===== config.mk =====
export PLATFORM = sky130hd
export DESIGN_NAME = geomipmap_fan_index_generator_core
export DESIGN_NICKNAME = d
export VERILOG_FILES = /design/src/sv/gmfig_pkg.sv /design/src/sv/gmfig_front.sv /design/src/sv/gmfig_queue.sv /design/src/sv/gmfig_back.sv /design/src/sv/geomipmap_fan_index_generator_core.sv
export SDC_FILE = /design/constraint.sdc
export NUM_CORES = 1
export LEC_CHECK = 0
export BUFFER_PORTS_ARGS = -buffer_cell sky130_fd_sc_hd__buf_4
export CAP_MARGIN = 5
export CORE_MARGIN = 2
export CORE_UTILIZATION = 47
export CTS_CLUSTER_DIAMETER = 120
export CTS_CLUSTER_SIZE = 20
export DETAILED_ROUTE_END_ITERATION = 8
export PLACE_DENSITY = 0.71
export SYNTH_ARGS = -nofsm -noshare
export SYNTH_HDL_FRONTEND = slang
export SYNTH_SLANG_ARGS = --single-unit

===== constraint.sdc =====
create_clock -name clk -period 11.6 [get_ports clk]
set_clock_uncertainty 0.05 [all_clocks]
set_input_delay 0.58 -clock clk [delete_from_list [all_inputs] [get_ports clk]]
set_output_delay 0.58 -clock clk [all_outputs]
set_load 0.005 [all_outputs]

===== src/sv/gmfig_pkg.sv =====
// Shared types and constants for the geomipmap fan index generator.
// Used by the front, queue, back and top level modules; no dependencies.
package gmfig_pkg;

  // Field widths fixed by the interface
  localparam int unsigned COORD_W = 7;
  localparam int unsigned LOD_W   = 3;
  localparam int unsigned ROW_W   = 13;
  localparam int unsigned PSIZE_W = 7;
  localparam int unsigned VTX_W   = 24;
  localparam int unsigned SLOT_W  = 20;
  localparam int unsigned SC_W    = 8;   // 2^lod for lod up to 7
  localparam int unsigned EDGE_W  = 2;

  // Stream widths
  localparam int unsigned IN_TDATA_W  = 24;
  localparam int unsigned OUT_TDATA_W = 96;

  // Configuration register indexes
  localparam int unsigned CFG_IDX_W = 2;
  localparam logic [CFG_IDX_W-1:0] REG_ROW_WIDTH  = 2'd0;
  localparam logic [CFG_IDX_W-1:0] REG_PATCH_SIZE = 2'd1;

  // Rim walk order
  localparam logic [EDGE_W-1:0] EDGE_LEFT   = 2'd0;
  localparam logic [EDGE_W-1:0] EDGE_TOP    = 2'd1;
  localparam logic [EDGE_W-1:0] EDGE_RIGHT  = 2'd2;
  localparam logic [EDGE_W-1:0] EDGE_BOTTOM = 2'd3;

  // Queue between front and back
  localparam int unsigned Q_DEPTH = 2;
  localparam int unsigned Q_AW    = 1;
  localparam int unsigned Q_CW    = 2;

  // Live configuration
  typedef struct packed {
    logic [ROW_W-1:0]   row_width;
    logic [PSIZE_W-1:0] patch_size;
  } cfg_t;

  // One classified fan, ready for the rim walk
  typedef struct packed {
    logic [VTX_W-1:0] base;    // z*w + x, rim start
    logic [VTX_W-1:0] row_step; // w << lod
    logic [SC_W-1:0]  col_step; // 1 << lod
    logic             left;
    logic             right;
    logic             top;
    logic             bottom;
  } fan_job_t;

  // One triangle on the result side
  typedef struct packed {
    logic [SLOT_W-1:0] slot;
    logic [VTX_W-1:0]  vertex_centre;
    logic [VTX_W-1:0]  vertex_second;
    logic [VTX_W-1:0]  vertex_third;
    logic              last_of_fan;
  } tri_t;

endpackage


===== src/sv/gmfig_front.sv =====
// Front end: decodes one fan beat into a rim-walk job (base index, steps, coarse edges).
// Depends on gmfig_pkg.
module gmfig_front
  import gmfig_pkg::*;
#(
  parameter int unsigned MAX_LOD       = 5,
  parameter int unsigned MAX_ROW_WIDTH = 4097
) (
  input  cfg_t               cfg,
  input  logic [COORD_W-1:0] fan_x,
  input  logic [COORD_W-1:0] fan_z,
  input  logic [LOD_W-1:0]   core_lod,
  input  logic               left_coarser,
  input  logic               right_coarser,
  input  logic               top_coarser,
  input  logic               bottom_coarser,
  output fan_job_t           job
);

  logic [LOD_W-1:0]    lod;
  logic [ROW_W-1:0]    w;
  logic [SC_W-1:0]     sc;
  logic [SC_W:0]       fan;
  logic signed [10:0]  endp;
  logic [SLOT_W-1:0]   zw;

  // Saturate level and row width
  always_comb begin
    lod = (core_lod > LOD_W'(MAX_LOD)) ? LOD_W'(MAX_LOD) : core_lod;
    w   = (32'(cfg.row_width) > 32'(MAX_ROW_WIDTH)) ? ROW_W'(MAX_ROW_WIDTH)
                                                     : cfg.row_width;
  end

  // Fan geometry and patch edge tests
  always_comb begin
    sc   = SC_W'(1) << lod;
    fan  = {sc, 1'b0};
    endp = $signed({4'b0, cfg.patch_size}) - 11'sd1 - $signed({2'b0, fan});
  end

  assign zw = SLOT_W'(fan_z) * SLOT_W'(w);

  always_comb begin
    job.base     = VTX_W'(zw) + VTX_W'(fan_x);
    job.row_step = VTX_W'(w) << lod;
    job.col_step = sc;
    job.left     = left_coarser && (fan_x == '0);
    job.bottom   = bottom_coarser && (fan_z == '0);
    job.right    = right_coarser && ($signed({4'b0, fan_x}) == endp);
    job.top      = top_coarser && ($signed({4'b0, fan_z}) == endp);
  end

endmodule


===== src/sv/gmfig_queue.sv =====
// Two-entry job queue decoupling the front end from the rim walker.
// Depends on gmfig_pkg.
module gmfig_queue
  import gmfig_pkg::*;
(
  input  logic     clk,
  input  logic     rst_n,
  input  logic     push,
  input  fan_job_t push_data,
  output logic     full,
  input  logic     pop,
  output logic     head_valid,
  output fan_job_t head_data
);

  fan_job_t          mem_r [Q_DEPTH];
  logic [Q_AW-1:0]   wr_ptr_r, wr_ptr_nxt;
  logic [Q_AW-1:0]   rd_ptr_r, rd_ptr_nxt;
  logic [Q_CW-1:0]   count_r, count_nxt;
  logic              do_push, do_pop;

  assign full       = (count_r == Q_CW'(Q_DEPTH));
  assign head_valid = (count_r != '0);
  assign head_data  = mem_r[rd_ptr_r];
  assign do_push    = push && !full;
  assign do_pop     = pop && head_valid;

  // Pointer and fill bookkeeping
  always_comb begin
    wr_ptr_nxt = do_push ? wr_ptr_r + Q_AW'(1) : wr_ptr_r;
    rd_ptr_nxt = do_pop  ? rd_ptr_r + Q_AW'(1) : rd_ptr_r;
    count_nxt  = count_r;
    if (do_push && !do_pop) begin
      count_nxt = count_r + Q_CW'(1);
    end else if (do_pop && !do_push) begin
      count_nxt = count_r - Q_CW'(1);
    end
  end

  always_ff @(posedge clk) begin
    if (!rst_n) begin
      wr_ptr_r <= '0;
      rd_ptr_r <= '0;
      count_r  <= '0;
    end else begin
      wr_ptr_r <= wr_ptr_nxt;
      rd_ptr_r <= rd_ptr_nxt;
      count_r  <= count_nxt;
    end
  end

  // Entry storage, no reset needed
  always_ff @(posedge clk) begin
    if (do_push) begin
      mem_r[wr_ptr_r] <= push_data;
    end
  end

endmodule


===== src/sv/gmfig_back.sv =====
// Back end (uses gmfig_pkg): walks the queue head's fan rim into the output
// register, one triangle per unstalled cycle; owns the running slot counter.
module gmfig_back
  import gmfig_pkg::*;
(
  input  logic     clk,
  input  logic     rst_n,
  input  logic     job_valid,
  input  fan_job_t job,
  output logic     job_pop,
  output logic     out_valid,
  input  logic     out_ready,
  output tri_t     out_tri
);

  logic [EDGE_W-1:0] edge_r, edge_nxt;
  logic              sub_r, sub_nxt;
  logic [VTX_W-1:0]  t_r;
  logic [SLOT_W-1:0] slot_r;
  logic              valid_r;
  tri_t              tri_r;

  logic              fire;
  logic              coarse;
  logic              end_of_edge;
  logic              last;
  logic [VTX_W-1:0]  step;
  logic [VTX_W-1:0]  ctr;
  logic [VTX_W-1:0]  va;
  logic [VTX_W-1:0]  vb;

  assign fire = job_valid && (!valid_r || out_ready);

  // Step size and coarse flag of the current rim edge
  always_comb begin
    unique case (edge_r)
      EDGE_LEFT: begin
        coarse = job.left;
        step   = job.left ? {job.row_step[VTX_W-2:0], 1'b0} : job.row_step;
      end
      EDGE_TOP: begin
        coarse = job.top;
        step   = job.top ? VTX_W'({job.col_step, 1'b0}) : VTX_W'(job.col_step);
      end
      EDGE_RIGHT: begin
        coarse = job.right;
        step   = job.right ? {job.row_step[VTX_W-2:0], 1'b0} : job.row_step;
      end
      default: begin
        coarse = job.bottom;
        step   = job.bottom ? VTX_W'({job.col_step, 1'b0}) : VTX_W'(job.col_step);
      end
    endcase
  end

  // Triangle vertices
  always_comb begin
    ctr = job.base + job.row_step + VTX_W'(job.col_step);
    va  = (edge_r == EDGE_LEFT && !sub_r) ? job.base : t_r;
    vb  = (edge_r == EDGE_LEFT || edge_r == EDGE_TOP) ? va + step : va - step;
    end_of_edge = coarse || sub_r;
    last        = (edge_r == EDGE_BOTTOM) && end_of_edge;
  end

  // Rim position sequencing
  always_comb begin
    edge_nxt = edge_r;
    sub_nxt  = sub_r;
    if (fire) begin
      if (end_of_edge) begin
        edge_nxt = edge_r + EDGE_W'(1);
        sub_nxt  = 1'b0;
      end else begin
        sub_nxt  = 1'b1;
      end
    end
  end

  always_ff @(posedge clk) begin
    if (!rst_n) begin
      edge_r  <= EDGE_LEFT;
      sub_r   <= 1'b0;
      slot_r  <= '0;
      valid_r <= 1'b0;
    end else begin
      edge_r <= edge_nxt;
      sub_r  <= sub_nxt;
      if (fire) begin
        slot_r  <= slot_r + SLOT_W'(3);
        valid_r <= 1'b1;
      end else if (out_ready) begin
        valid_r <= 1'b0;
      end
    end
  end

  // Output register and rim vertex carry
  always_ff @(posedge clk) begin
    if (fire) begin
      t_r                 <= vb;
      tri_r.slot          <= slot_r;
      tri_r.vertex_centre <= ctr;
      tri_r.vertex_second <= va;
      tri_r.vertex_third  <= vb;
      tri_r.last_of_fan   <= last;
    end
  end

  assign job_pop   = fire && last;
  assign out_valid = valid_r;
  assign out_tri   = tri_r;

endmodule


===== src/sv/geomipmap_fan_index_generator_core.sv =====
// Top level of the geomipmap fan index generator: configuration registers,
// front end, job queue and rim walker. Depends on gmfig_pkg and its submodules.
//
// Usage:
//   in_*  : one beat per triangle fan. tdata holds fan_x, fan_z, core_lod and
//           the four coarse-neighbor flags.
//   out_* : one beat per triangle: slot and three vertex indices in tdata,
//           tlast on the final triangle of a fan.
//   cfg_* : write enable, register index and data; index 0 is row_width,
//           index 1 patch_size, other indexes are dropped.
// The single rim walker gives one triangle per cycle while out_tready is high;
// a fan has 4 to 8 triangles (four plus one for each edge that is not coarse).
// Accepted fans wait in the job queue; triangles leave via the output register.
// A two-entry job queue lets fans be accepted while the walker is busy.
// Reset (rst_n low, synchronous) empties the queue and output register,
// restores row_width 257, patch_size 33 and the slot counter to zero.
// When out_tready is low the output register holds its triangle, the walker
// stops, and in_tready falls once the queue is full.
module geomipmap_fan_index_generator_core
  import gmfig_pkg::*;
#(
  parameter int unsigned MAX_LOD       = 5,
  parameter int unsigned MAX_ROW_WIDTH = 4097
) (
  input  logic                   clk,
  input  logic                   rst_n,
  // Fan beats: [6:0] fan_x, [13:7] fan_z, [16:14] core_lod, [17] left_coarser,
  // [18] right_coarser, [19] top_coarser, [20] bottom_coarser, [23:21] zero
  input  logic                   in_tvalid,
  output logic                   in_tready,
  input  logic [IN_TDATA_W-1:0]  in_tdata,
  // Triangle beats: [19:0] slot, [43:20] vertex_centre, [67:44] vertex_second,
  // [91:68] vertex_third, [95:92] zero
  output logic                   out_tvalid,
  input  logic                   out_tready,
  output logic [OUT_TDATA_W-1:0] out_tdata,
  output logic                   out_tlast,
  // Configuration writes
  input  logic                   cfg_we,
  input  logic [CFG_IDX_W-1:0]   cfg_index,
  input  logic [ROW_W-1:0]       cfg_wdata
);

  cfg_t     cfg_r;
  fan_job_t front_job;
  fan_job_t head_job;
  logic     q_full;
  logic     q_valid;
  logic     q_pop;
  tri_t     tri_out;

  // Configuration registers
  always_ff @(posedge clk) begin
    if (!rst_n) begin
      cfg_r.row_width  <= ROW_W'(257);
      cfg_r.patch_size <= PSIZE_W'(33);
    end else if (cfg_we) begin
      case (cfg_index)
        REG_ROW_WIDTH:  cfg_r.row_width  <= cfg_wdata;
        REG_PATCH_SIZE: cfg_r.patch_size <= cfg_wdata[PSIZE_W-1:0];
        default: ;
      endcase
    end
  end

  gmfig_front #(
    .MAX_LOD       (MAX_LOD),
    .MAX_ROW_WIDTH (MAX_ROW_WIDTH)
  ) u_front (
    .cfg            (cfg_r),
    .fan_x          (in_tdata[6:0]),
    .fan_z          (in_tdata[13:7]),
    .core_lod       (in_tdata[16:14]),
    .left_coarser   (in_tdata[17]),
    .right_coarser  (in_tdata[18]),
    .top_coarser    (in_tdata[19]),
    .bottom_coarser (in_tdata[20]),
    .job            (front_job)
  );

  assign in_tready = !q_full;

  gmfig_queue u_queue (
    .clk        (clk),
    .rst_n      (rst_n),
    .push       (in_tvalid),
    .push_data  (front_job),
    .full       (q_full),
    .pop        (q_pop),
    .head_valid (q_valid),
    .head_data  (head_job)
  );

  gmfig_back u_back (
    .clk       (clk),
    .rst_n     (rst_n),
    .job_valid (q_valid),
    .job       (head_job),
    .job_pop   (q_pop),
    .out_valid (out_tvalid),
    .out_ready (out_tready),
    .out_tri   (tri_out)
  );

  // Result packing
  assign out_tdata = {4'b0, tri_out.vertex_third, tri_out.vertex_second,
                      tri_out.vertex_centre, tri_out.slot};
  assign out_tlast = tri_out.last_of_fan;

endmodule


* After elaboration in Yosys (flattened, before gate mapping)
Memories as Yosys holds them, arrays and structs flattened. A register that Yosys moved wholly into a read port is not among the register bits. Index checks and enable logic that the tools add are counted.
Storage, ports and cells: word-level logic and storage cells 89, RAM bits 114, register bits 141, input port bits 44, output and inout port bits 99, memories kept 1
Memories:
- u_queue.mem_r | words 2, bits a word 57, rd ports 1, clocked after Yosys merged registers in 1, wr ports 1, RTL line gmfig_queue.sv:16 | fan_job_t mem_r [Q_DEPTH];
Cells by class: magnitude comparators 2, shift-type cells 2, reduce and logical (&&, ||, !) cells 30, $mul 1, muxes and demuxes 19, add/subtract/negate cells 13, eq/ne operators 7
Operators by type and width (count):
- 24-bit two-way mux | 4
- 24-bit case mux with 3 select lines | 1
- 24-bit adder | 2
- 24-bit by 8-bit adder with 24-bit output | 1
- 13-bit by 3-bit << shifter with 24-bit output | 1
- 24-bit subtractor | 1
- 8-bit by 11-bit equality test with 1-bit output | 2
- 20-bit by 7-bit adder with 21-bit output | 1
- 20-bit by 2-bit adder with 20-bit output, second input constant | 1
- 7-bit by 13-bit multiplier with 20-bit output | 1
- 9-bit two-way mux | 2
- 7-bit logical NOT | 2
- 13-bit greater-than comparator, second input constant | 1
- 13-bit two-way mux | 1
- 1-bit logical AND | 12
- 11-bit by 10-bit subtractor with 11-bit output | 1
- 1-bit by 3-bit << shifter with 8-bit output, first input constant | 1
- 7-bit by 1-bit subtractor with 8-bit output, second input constant | 1
- 1-bit two-way mux | 7
- 2-bit equality test, second input constant | 3
- 2-bit AND reduction | 3
- 2-bit nonzero test | 3
- 1-bit logical NOT | 5
- 2-bit by 1-bit adder with 2-bit output, second input constant | 2
- 9 further kinds | 15

* Depth between registers and ports, before layout
Gate-level depths: netlist of the first run.
word-level depth 9, mapped depth 23, depth with buffers taken out 22

* By module
From an unflattened synthesis of the first run, not the netlist that was laid out.
Second synthesis, totals: cell total of the unflattened synthesis 1689, area, all modules 18470.2 um2
Modules (own cells, without submodules):
- gmfig_back | cells each 772, times used 1, area an instance 8290.5 um2, seq. area each 3273.1 um2
- gmfig_front | cells each 618, times used 1, area an instance 4787.1 um2, seq. area each 0.0 um2
- gmfig_queue | cells each 212, times used 1, area an instance 4550.6 um2, seq. area each 3703.6 um2
- geomipmap_fan_index_generator_core | cells each 87, times used 1, area an instance 842.1 um2, seq. area each 400.4 um2

* Worst setup path before layout of the first run
No wires, ideal clock.
path type input -> register, from in out_tready, to reg u_queue.count_r[1], setup time 76 ps, buffers on the path 0, path slack 5321 ps, arrival time 6153 ps, stages on the path 7, data required time 11474 ps, cell sequence nor2b_1 -> nor2_1 -> nand2_1 -> ha_1 -> xor2_1 -> or3_1 -> a21boi_0
Between the ends: word-level cells in the longest chain between the ends 7, elaborated cells between the ends (all ways) 9, those cells by class 1 x mux; 8 x reduce/logical
RTL lines:
- start: declaration | RTL line geomipmap_fan_index_generator_core.sv:35 | input logic out_tready,
- 1-bit logical OR (*) | RTL line gmfig_back.sv:32 | assign fire = job_valid && (!valid_r || out_ready);
- 1-bit logical AND (*) | RTL line gmfig_back.sv:32
- net u_back.fire | RTL line gmfig_back.sv:23 | logic fire;
- 1-bit logical AND (*) | RTL line gmfig_back.sv:109 | assign job_pop = fire && last;
- 1-bit logical AND (*) | RTL line gmfig_queue.sv:26 | assign do_pop = pop && head_valid;
- 1-bit logical NOT | RTL line gmfig_queue.sv:33 | if (do_push && !do_pop) begin
- 1-bit logical AND | RTL line gmfig_queue.sv:33
- 2-bit two-way mux or 2-bit nonzero test (tied branches)
- end signal: assignment | RTL line gmfig_queue.sv:48 | count_r <= count_nxt;
- end: declaration | RTL line gmfig_queue.sv:19 | logic [Q_CW-1:0] count_r, count_nxt;
Mark *: on every way through the listed nets, which the timed path passes. The rest lies on a longest branch. A chain may end at the register's enable or synchronous reset.

==> results.sh, run 1 <==
export IMPL_power_leakage_nw=7.83
export IMPL_syn_area_um2=16800
export IMPL_reg2reg_depth=18
export IMPL_r2r_slack_ns=5.12
export IMPL_stdcell_count=2143
export IMPL_fp_dieArea_um2=37200
export IMPL_cts_tree="built"
export IMPL_grt_max_degree=72
export IMPL_outcome="finished clean"
export IMPL_ys_seq_elements=246
export IMPL_crit_path_start_kind="flop"
export IMPL_yosys_warnings=0
export IMPL_cts_resized=0
export IMPL_grt_pass1_vias=11300
export IMPL_async_flop_share=0
export IMPL_drtAntennaViolNets=0
export IMPL_grt_use_total=0.190
export IMPL_clkSinkCount=246
export IMPL_core_um2=35300
export IMPL_cts_max_level=1
export IMPL_synth_top_area_frac=0.353
export IMPL_clk_pin_slew_worst_paths_ns=0.08
export IMPL_hp_start="cfg_wdata[8]"
export IMPL_maxCapViolCount=0
export IMPL_insertion_delay_ns=0.50
export IMPL_rows=69
export IMPL_worstHoldPathCells=3
export IMPL_min_period_ns=6.48
export IMPL_power_density_nw_per_um2=187
export IMPL_drv_slew=0
export IMPL_whs_ns=0.261
export IMPL_grt_pass1_wl_um=56700
export IMPL_period_share=0.558
export IMPL_postCtsSetupBuffers=0
export IMPL_hpwl_um=27300
export IMPL_finalSetupTns_ns=0
export IMPL_routed_via_density=5.42
export IMPL_cts_buffers=16
export IMPL_critPathMaxFanout=55
export IMPL_syn_inst=1556
export IMPL_synth_top_area_cell="edfxtp_1"
export IMPL_drt_total_wl_um=35600
export IMPL_vdd_drop_max_mv=0.150
export IMPL_fp_dieH_um=193
export IMPL_num_antenna_cells=0
export IMPL_drc=0
export IMPL_synthDistinctLibCells=76
export IMPL_hold_end="cfg_r[15]"
export IMPL_fmax_mhz=154
export IMPL_synthFlopType="edfxtp_1"
export IMPL_worst_pin_slew_ns=1.17
export IMPL_nNetsFinal=1910
export IMPL_dp_cells=2115
export IMPL_route_vias_total=11600
export IMPL_final_core_util=0.529
export IMPL_overflow=0
export IMPL_worst_setup_path_type="reg2reg"
export IMPL_ys_top_cells_by_area="edfxtp_1, ha_1, fa_1"
export IMPL_port_buffers=133
export IMPL_cp_data_required_time_ns=11.80
export IMPL_ios=143
export IMPL_syn_to_final_growth_pct=11.4
export IMPL_hold_viol_final=0
export IMPL_drtIter0Drc=740
export IMPL_timing_slew_headroom=0.220
export IMPL_layout_commonest_cell="edfxtp_1"
export IMPL_synth_avg_cell_area_um2=10.8
export IMPL_n_fill_cell=3099
export IMPL_end_kind="flop"
export IMPL_start_util=0.475
export IMPL_synth_edf_count=197
export IMPL_firstDrtPassIters=5
export IMPL_rsz0062_at_grt="no"
export IMPL_die_w_um=193
export IMPL_wl_per_cell_um=16.6
export IMPL_antenna_found_initial=0
export IMPL_cts_root_buf="clkbuf_16"
export IMPL_final_cell_mix="edfxtp_1, buf_4, inv_1"
export IMPL_synth_seq_area_share=0.411
export IMPL_hold_path_class="in2reg"
export IMPL_final_setup_viol_count=0
export IMPL_cp_arrival_ns=6.68
export IMPL_hold_buffers=0
export IMPL_timing_rr_end="u_back.out_tri[23]"
export IMPL_place_congestion=0.884
export IMPL_cts_buffer_depth=3
export IMPL_drive_above_1_share=0.146
-- worst max-delay path: stages (launching register included) --
cell,delay [ns]
dfxtp_2,0.32
buf_4,0.63
mux2i_2,0.78
mux2i_1,0.17
a222oi_1,0.40
and4_4,0.33
nand4_4,0.13
nor2_1,0.21
and2_1,0.30
a31oi_1,0.16
xor2_1,0.20
ha_1,0.40
a2111oi_0,0.49
o311ai_0,0.32
and2_1,0.25
o41ai_1,0.59
o21a_1,0.22
o21ai_0,0.10
xor2_1,0.16
-- registers in the layout (all words and copies together), names as in the netlist, named ones only --
| name | count |
|---|---|
| cfg_r | 20 |
| u_back.slot_r | 20 |
| u_queue.rd_ptr_r | 1 |
| u_back.out_valid | 1 |
| u_queue.mem_r | 106 |
| u_queue.wr_ptr_r | 1 |
| u_queue.count_r | 2 |
| u_back.edge_r | 2 |
| u_back.sub_r | 1 |
| u_back.out_tri | 91 |
-- synth_stat cells, types with 4 or more instances --
cell type,number
edfxtp_1,197
inv_1,135
nand2_1,133
ha_1,122
and2_1,96
xnor2_1,78
nor2_1,75
fa_1,72
o21ai_0,60
a21oi_1,59
mux2_2,57
dfxtp_1,49
nor2b_1,42
clkbuf_1,38
mux2i_1,38
xor2_1,31
nand3_1,23
nor3_1,23
a21boi_0,20
nand2b_1,13
a21o_1,12
and3_1,12
a211oi_1,10
a31oi_1,9
o21a_1,9
o22ai_1,9
buf_4,8
nand4_1,8
o21bai_1,8
a22oi_1,7
mux2i_2,7
nor4_1,7
a222oi_1,6
or3_1,6
a2111oi_0,4
buf_1,4
buf_2,4
-- stage by stage --
step           worst slack, ns  power (mW)  instance area [um2]
6_report                  5.12        3.49                18700
5_1_grt                   4.76        3.74                18700
4_1_cts                   5.27        3.51                18700
3_5_place_dp              5.27        2.93                18200
3_3_place_gp              5.36        2.87                18200
2_1_floorplan             5.32        2.46                16800
-- power by group --
part           switching (mW)  total (mW)  internal [mW]
Clock                   0.288       0.565          0.277
Sequential             0.0643        1.30           1.24
Combinational           0.896        1.62          0.727
Total                    1.25        3.49           2.24
-- area by class of cell --
| class | instances | area (um2) | area share |
|---|---|---|---|
| Clock buffer | 27 | 463 | 0.0248 |
| Clock inverter | 1 | 16.3 | 0.000871 |
| Inverter | 135 | 507 | 0.0271 |
| Multi-Input combinational cell | 1133 | 9160 | 0.491 |
| Sequential cell | 246 | 6900 | 0.369 |
| Tap cell | 461 | 577 | 0.0309 |
| Timing Repair Buffer | 140 | 1050 | 0.0563 |
-- metal layers --
layer / up-vias / wire length (um) / GRT usage / part of all wire
li1: 5644 / - / - / -
met1: 5624 / 16200 / 0.264 / 0.45
met2: 297 / 16600 / 0.312 / 0.46
met3: 45 / 2180 / 0.0326 / 0.061
met4: 0 / 686 / 0.0423 / 0.019
met5: - / 0 / 0 / 0
-- cells by family after synthesis --
logic type	after synthesis	synth area share
AO/OA/AOI/OAI	252	0.0996
XOR/XNOR	109	0.0569
adder cells (fa/ha/maj)	194	0.177
buffers and inverters	192	0.0464
flip-flops	246	0.411
multiplexers	103	0.0681
other	2	0.000448
AND/OR/NAND/NOR	458	0.140
-- worst max-delay path by stage --
stage                                 to  cells after the start  startpoint
finish                u_back.out_tri[23]                     18        flop
global route        u_queue.mem_r[1][56]                     18   cfg_r[19]
CTS                 u_queue.mem_r[1][56]                     18   cfg_r[19]
detailed placement    u_back.out_tri[23]                     18        flop
global placement    u_queue.mem_r[0][56]                     18   cfg_r[19]
floorplan             u_queue.count_r[1]                      7  out_tready
(Power assumes the default switching activity.)
==> inputs of run 2 (changes only) <==
--- a/config.mk
+++ b/config.mk
@@ -12,7 +12,7 @@
 export CTS_CLUSTER_DIAMETER = 120
 export CTS_CLUSTER_SIZE = 20
 export DETAILED_ROUTE_END_ITERATION = 8
-export PLACE_DENSITY = 0.71
+export PLACE_DENSITY = 0.74
 export SYNTH_ARGS = -nofsm -noshare
 export SYNTH_HDL_FRONTEND = slang
 export SYNTH_SLANG_ARGS = --single-unit
==> constraint.sdc (replaced) <==
create_clock -name clk -period 5.6 [get_ports clk]
set_clock_uncertainty 0.05 [all_clocks]
set_input_delay 0.28 -clock clk [delete_from_list [all_inputs] [get_ports clk]]
set_output_delay 0.28 -clock clk [all_outputs]
set_load 0.005 [all_outputs]
==> run 2 against run 1 <==
Effect of this change: via count grew 1.6%; die area is the same; utilization grew 1.2 points; sequential cell count is the same; clock power grew 110%; sequential share of layout area shrank 0.76 points; cell count grew 1.8%; register-to-register slack lost 4.8 ns; design area grew 2.2%; total power grew 110%; maximum frequency grew 23%; critical path type unchanged.
==> results.sh, run 2 (synthesis results as in run 1) <==
export IMPL_num_antenna_cells=0
export IMPL_vdd_drop_max_mv=0.289
export IMPL_grt_use_total=0.189
export IMPL_layout_commonest_cell="edfxtp_1"
export IMPL_multi_input_area_um2=9240
export IMPL_grt_pass1_vias=11300
export IMPL_routed_via_density=5.41
export IMPL_hold_viol_final=0
export IMPL_drive_above_1_share=0.168
export IMPL_cts_root_buf="clkbuf_16"
export IMPL_regMostFlops="u_queue.mem_r"
export IMPL_nNetsFinal=1948
export IMPL_cp_data_required_time_ns=5.77
export IMPL_wl_per_cell_um=16.5
export IMPL_timing_rr_end="u_queue.mem_r[0][54]"
export IMPL_power_density_nw_per_um2=386
export IMPL_timing_slew_headroom=0.312
export IMPL_ff_latch_area_um2=6900
export IMPL_cts_buffers=16
export IMPL_die_w_um=193
export IMPL_overflow=0
export IMPL_grt_max_degree=74
export IMPL_n_fill_cell=3060
export IMPL_endpoint="u_queue.mem_r[0][54]"
export IMPL_worst_pin_slew_ns=1.02
export IMPL_route_vias_total=11800
export IMPL_end_kind="flop"
export IMPL_power_leakage_nw=8.03
export IMPL_drtIter0Drc=754
export IMPL_crit_path_start_kind="flop"
export IMPL_place_congestion=0.879
export IMPL_drc=0
export IMPL_critPathMaxFanout=5
export IMPL_hpwl_um=27800
export IMPL_clk_pin_slew_worst_paths_ns=0.09
export IMPL_worst_setup_path_type="reg2reg"
export IMPL_placed_cell_area_um2=18400
export IMPL_fin_area_um2=19100
export IMPL_r2r_slack_ns=0.32
export IMPL_outcome="finished clean"
export IMPL_cts_tree="built"
export IMPL_core_um2=35300
export IMPL_fin_ws_ns=0.319
export IMPL_drv_slew=0
export IMPL_cp_arrival_ns=5.45
export IMPL_largest_reg_flops=106
export IMPL_r2r_start="cfg_r[12]"
export IMPL_maxCapViolCount=0
export IMPL_antenna_found_initial=0
export IMPL_rows=69
export IMPL_min_period_ns=5.28
export IMPL_hold_path_class="in2reg"
export IMPL_cts_max_level=1
export IMPL_clkSinkCount=246
export IMPL_port_buffers=133
export IMPL_fmax_mhz=189
export IMPL_final_setup_viol_count=0
export IMPL_worstSetupStartpoint="cfg_r[12]"
export IMPL_reg2reg_depth=20
export IMPL_pre_cts_ws_ns=0.162
export IMPL_ios=143
export IMPL_cts_buffer_depth=3
export IMPL_start_util=0.475
export IMPL_drtAntennaViolNets=0
export IMPL_syn_to_final_growth_pct=13.8
export IMPL_fp_dieArea_um2=37200
export IMPL_fp_dieH_um=193
export IMPL_period_share=0.943
export IMPL_final_cell_mix="edfxtp_1, buf_4, inv_1"
export IMPL_grt_pass1_wl_um=56500
export IMPL_insertion_delay_ns=0.50
export IMPL_drt_total_wl_um=35900
export IMPL_firstDrtPassIters=5
run 2: where the power goes:
| group | switching (mW) | internal [mW] | total [mW] |
|---|---|---|---|
| clock | 0.598 | 0.573 | 1.17 |
| sequential | 0.135 | 2.57 | 2.70 |
| combinational | 1.90 | 1.59 | 3.50 |
| total | 2.64 | 4.74 | 7.37 |
run 2: cell type report:
cell class	count	share of cell area
clock inverters	1	0.000853
flip-flops and latches	246	0.362
multi-input cells	1133	0.484
well taps	461	0.0302
repair buffers	178	0.0723
inverters	135	0.0266
clock buffers	27	0.0243
run 2: how the worst min path moves through the flow:
stage	start	end	slack (ns)	depth (start not counted)
final	cfg_wdata[3]	cfg_r[10]	0.02	3
after global routing	cfg_wdata[3]	cfg_r[10]	0.03	3
after CTS	cfg_wdata[3]	cfg_r[10]	0.004	3
after detailed placement	u_back.slot_r[0]	u_back.out_tri[73]	0.39	0
after global placement	u_back.slot_r[0]	u_back.out_tri[73]	0.39	0
after floorplan	cfg_wdata[0]	cfg_r[7]	0.35	2
run 2: per-layer routing:
metal	track usage	vias up	routed length, um
li1	-	5710	-
met1	0.262	5732	16400
met2	0.314	308	16900
met3	0.0244	46	1830
met4	0.0470	0	718
met5	0	-	0
run 2: worst max-delay path, stage by stage, from the launching register on:
cell	delay, ns
dfxtp_2	0.35
nor4_2	0.28
nand3_1	0.13
a21oi_2	0.22
nand2b_4	0.17
fa_1	0.42
fa_1	0.54
inv_1	0.05
fa_1	0.52
inv_1	0.05
fa_1	0.53
inv_1	0.07
ha_4	0.25
a21boi_1	0.15
o41ai_1	0.32
buf_4	0.18
o2111ai_1	0.13
o211ai_1	0.19
nor2b_1	0.09
o21ai_0	0.18
a21oi_1	0.11
run 2: through the flow:
| stage | instances | hold slack [ns] | TNS (ns) | power (mW) | utilization |
|---|---|---|---|---|---|
| floorplan | 1571 | 0.354 | 0 | 5.09 | - |
| global placement | 2138 | 0.391 | 0 | 6.03 | 0.520 |
| detailed placement | 2138 | 0.388 | 0 | 6.17 | 0.520 |
| CTS | 2178 | 0.00358 | 0 | 7.37 | 0.537 |
| global route | 2181 | 0.0335 | -0.0778 | 7.87 | 0.540 |
| finish | 2181 | 0.0164 | 0 | 7.37 | 0.540 |
run 2: timing repair:
item | in CTS | in global routing
setup buffers | 0 | 3
hold buffers | 12 | 0
setup endpoints to repair | 0 | 9
resized for setup | 0 | 24
endpoints found under the hold margin | 15 | 0
==> inputs of run 3 (changes only) <==
--- a/config.mk
+++ b/config.mk
@@ -5,14 +5,15 @@
 export SDC_FILE = /design/constraint.sdc
 export NUM_CORES = 1
 export LEC_CHECK = 0
-export BUFFER_PORTS_ARGS = -buffer_cell sky130_fd_sc_hd__buf_4
 export CAP_MARGIN = 5
 export CORE_MARGIN = 2
 export CORE_UTILIZATION = 47
 export CTS_CLUSTER_DIAMETER = 120
 export CTS_CLUSTER_SIZE = 20
 export DETAILED_ROUTE_END_ITERATION = 8
-export PLACE_DENSITY = 0.74
+export DONT_BUFFER_PORTS = 1
+export MAX_ROUTING_LAYER = met4
+export PLACE_DENSITY = 0.7
 export SYNTH_ARGS = -nofsm -noshare
 export SYNTH_HDL_FRONTEND = slang
 export SYNTH_SLANG_ARGS = --single-unit
==> constraint.sdc (replaced) <==
create_clock -name clk -period 5.6 [get_ports clk]
set_clock_uncertainty 0.05 [all_clocks]
set_input_delay 0.28 -clock clk [delete_from_list [all_inputs] [get_ports clk]]
set_output_delay 0.28 -clock clk [all_outputs]
set_load 0.02 [all_outputs]
==> run 3 against run 2 <==
Effect of this change: total power shrank 1.3%; highest routed layer unchanged; sequential cell count is the same; combinational power shrank 12%; first-iteration DRC count shrank 20%; register-to-register slack lost 0.07 ns; critical path type unchanged; critical path depth shrank 2; sequential share of layout area grew 1.7 points; global-route usage grew 0.90 points.
==> results.sh, run 3 (synthesis results as in run 1) <==
export IMPL_drc=0
export IMPL_clk_pin_slew_worst_paths_ns=0.09
export IMPL_timing_critical_path_mode_cell="fa_1"
export IMPL_final_setup_viol_count=0
export IMPL_place_congestion=0.881
export IMPL_fp_dieArea_um2=37200
export IMPL_crit_path_start_kind="flop"
export IMPL_r2r_start="cfg_r[19]"
export IMPL_cts_tree="built"
export IMPL_final_cell_mix="edfxtp_1, inv_1, nand2_1"
export IMPL_dp_cells=2004
export IMPL_port_buffers=0
export IMPL_grt_pass1_wl_um=56800
export IMPL_hold_path_class="in2reg"
export IMPL_fp_dieH_um=193
export IMPL_fin_area_um2=18200
export IMPL_cts_max_level=1
export IMPL_worstSetupStartpoint="cfg_r[19]"
export IMPL_drive_above_1_share=0.0981
export IMPL_nNetsFinal=1829
export IMPL_grt_max_degree=73
export IMPL_die_w_um=193
export IMPL_ios=143
export IMPL_outcome="finished clean"
export IMPL_timing_slew_headroom=0.410
export IMPL_critPathMaxFanout=24
export IMPL_cp_data_required_time_ns=5.77
export IMPL_end_kind="flop"
export IMPL_start_util=0.475
export IMPL_largest_reg_flops=106
export IMPL_rows=69
export IMPL_maxCapViolCount=0
export IMPL_clkSinkCount=246
export IMPL_crit_chain="buf_4 > nor2b_1 > and2_1 > fa_1 > fa_1 > fa_1 > inv_1 > fa_1 > inv_1 > ha_1 > and3_1 > and3_1 > nand3_1 > nand3_1 > nand2_1 > o2111ai_1 > a21oi_1 > xnor2_1"
export IMPL_drtIter0Drc=606
export IMPL_drtAntennaViolNets=0
export IMPL_cts_buffer_depth=3
export IMPL_layout_commonest_cell="edfxtp_1"
export IMPL_placed_cell_area_um2=17400
export IMPL_critPathBufInv=3
export IMPL_r2r_slack_ns=0.25
export IMPL_hp_start="in_tdata[16]"
export IMPL_cts_root_buf="clkbuf_16"
export IMPL_hold_viol_final=0
export IMPL_route_vias_total=11200
export IMPL_vdd_drop_max_mv=0.337
export IMPL_hpwl_um=27300
export IMPL_overflow=0
export IMPL_drv_slew=0
export IMPL_routed_via_density=5.44
export IMPL_insertion_delay_ns=0.49
export IMPL_drt_total_wl_um=36000
export IMPL_syn_to_final_growth_pct=8.80
export IMPL_final_core_util=0.517
export IMPL_period_share=0.955
export IMPL_core_um2=35300
export IMPL_worst_pin_slew_ns=0.885
export IMPL_power_density_nw_per_um2=399
export IMPL_cts_buffers=16
export IMPL_path_delay_family="adder cells"
export IMPL_grt_use_total=0.198
export IMPL_grt_pass1_vias=10900
export IMPL_power_leakage_nw=7.46
export IMPL_cp_slowest_cell="fa_1"
export IMPL_wl_per_cell_um=17.5
export IMPL_antenna_found_initial=0
export IMPL_worst_setup_path_type="reg2reg"
export IMPL_min_period_ns=5.35
export IMPL_cpPeakStageDelay_ns=0.55
export IMPL_fmax_mhz=187
export IMPL_n_fill_cell=3019
export IMPL_regMostFlops="u_queue.mem_r"
export IMPL_cp_arrival_ns=5.52
export IMPL_firstDrtPassIters=5
export IMPL_stdcell_count=2063
==> run 3: cell count changes in the layout (fill, tap and decap cells not counted), moves of 2 or more <==
cell,before,now
buf_4,165,34
dlygate4sd3_1,12,23
nor2b_1,35,37
nor2b_2,8,6
==> run 3: per-layer routing <==
| metal | up-vias | routed length [um] | global-route usage |
|---|---|---|---|
| met4 | 0 | 768 | 0.0476 |
| met1 | 5431 | 16600 | 0.269 |
| li1 | 5484 | - | - |
| met3 | 40 | 2050 | 0.0342 |
| met5 | - | 0 | - |
| met2 | 270 | 16600 | 0.310 |
==> run 3: worst paths after layout <==
| path | cells after the start | to |
|---|---|---|
| worst max-delay path | 18 | u_queue.mem_r[1][55] |
| worst min-delay path | 2 | u_queue.mem_r[0][23] |
| worst max register to register | 18 | u_queue.mem_r[1][55] |
| worst min register to register | 0 | u_back.out_tri[92] |
==> run 3: area by class of cell <==
cell class / instances / area (um2) / area share
Antenna cell: 1 / 2.50 / 0.000137
Clock buffer: 27 / 463 / 0.0254
Multi-Input combinational cell: 1133 / 9250 / 0.507
Clock inverter: 1 / 16.3 / 0.000892
Tap cell: 461 / 577 / 0.0316
Timing Repair Buffer: 59 / 526 / 0.0288
Inverter: 135 / 507 / 0.0278
Sequential cell: 246 / 6900 / 0.378
==> run 3: per-stage QoR <==
| step | TNS [ns] | worst slack, ns | hold slack, ns | total power, mW |
|---|---|---|---|---|
| after floorplan | 0 | 0.299 | 0.354 | 5.37 |
| after global placement | 0 | 0.241 | 0.301 | 5.95 |
| after detailed placement | 0 | 0.0965 | 0.303 | 6.06 |
| after CTS | 0 | 0.0663 | 0.00231 | 7.25 |
| after global routing | -0.0695 | -0.0378 | 0.00964 | 7.77 |
| final | 0 | 0.250 | 0.0167 | 7.27 |
==> run 3: what timing repair did <==
action	CTS	global route
endpoints found under the hold margin	67	0
buffers inserted	0	6
gates resized for setup	0	21
setup endpoints to repair	0	10
hold buffers	24	0
==> run 3: power breakdown <==
part	switching, mW	internal, mW	total [mW]
logic	1.75	1.32	3.07
registers	0.448	2.59	3.04
clock network	0.590	0.573	1.16
total	2.79	4.48	7.27
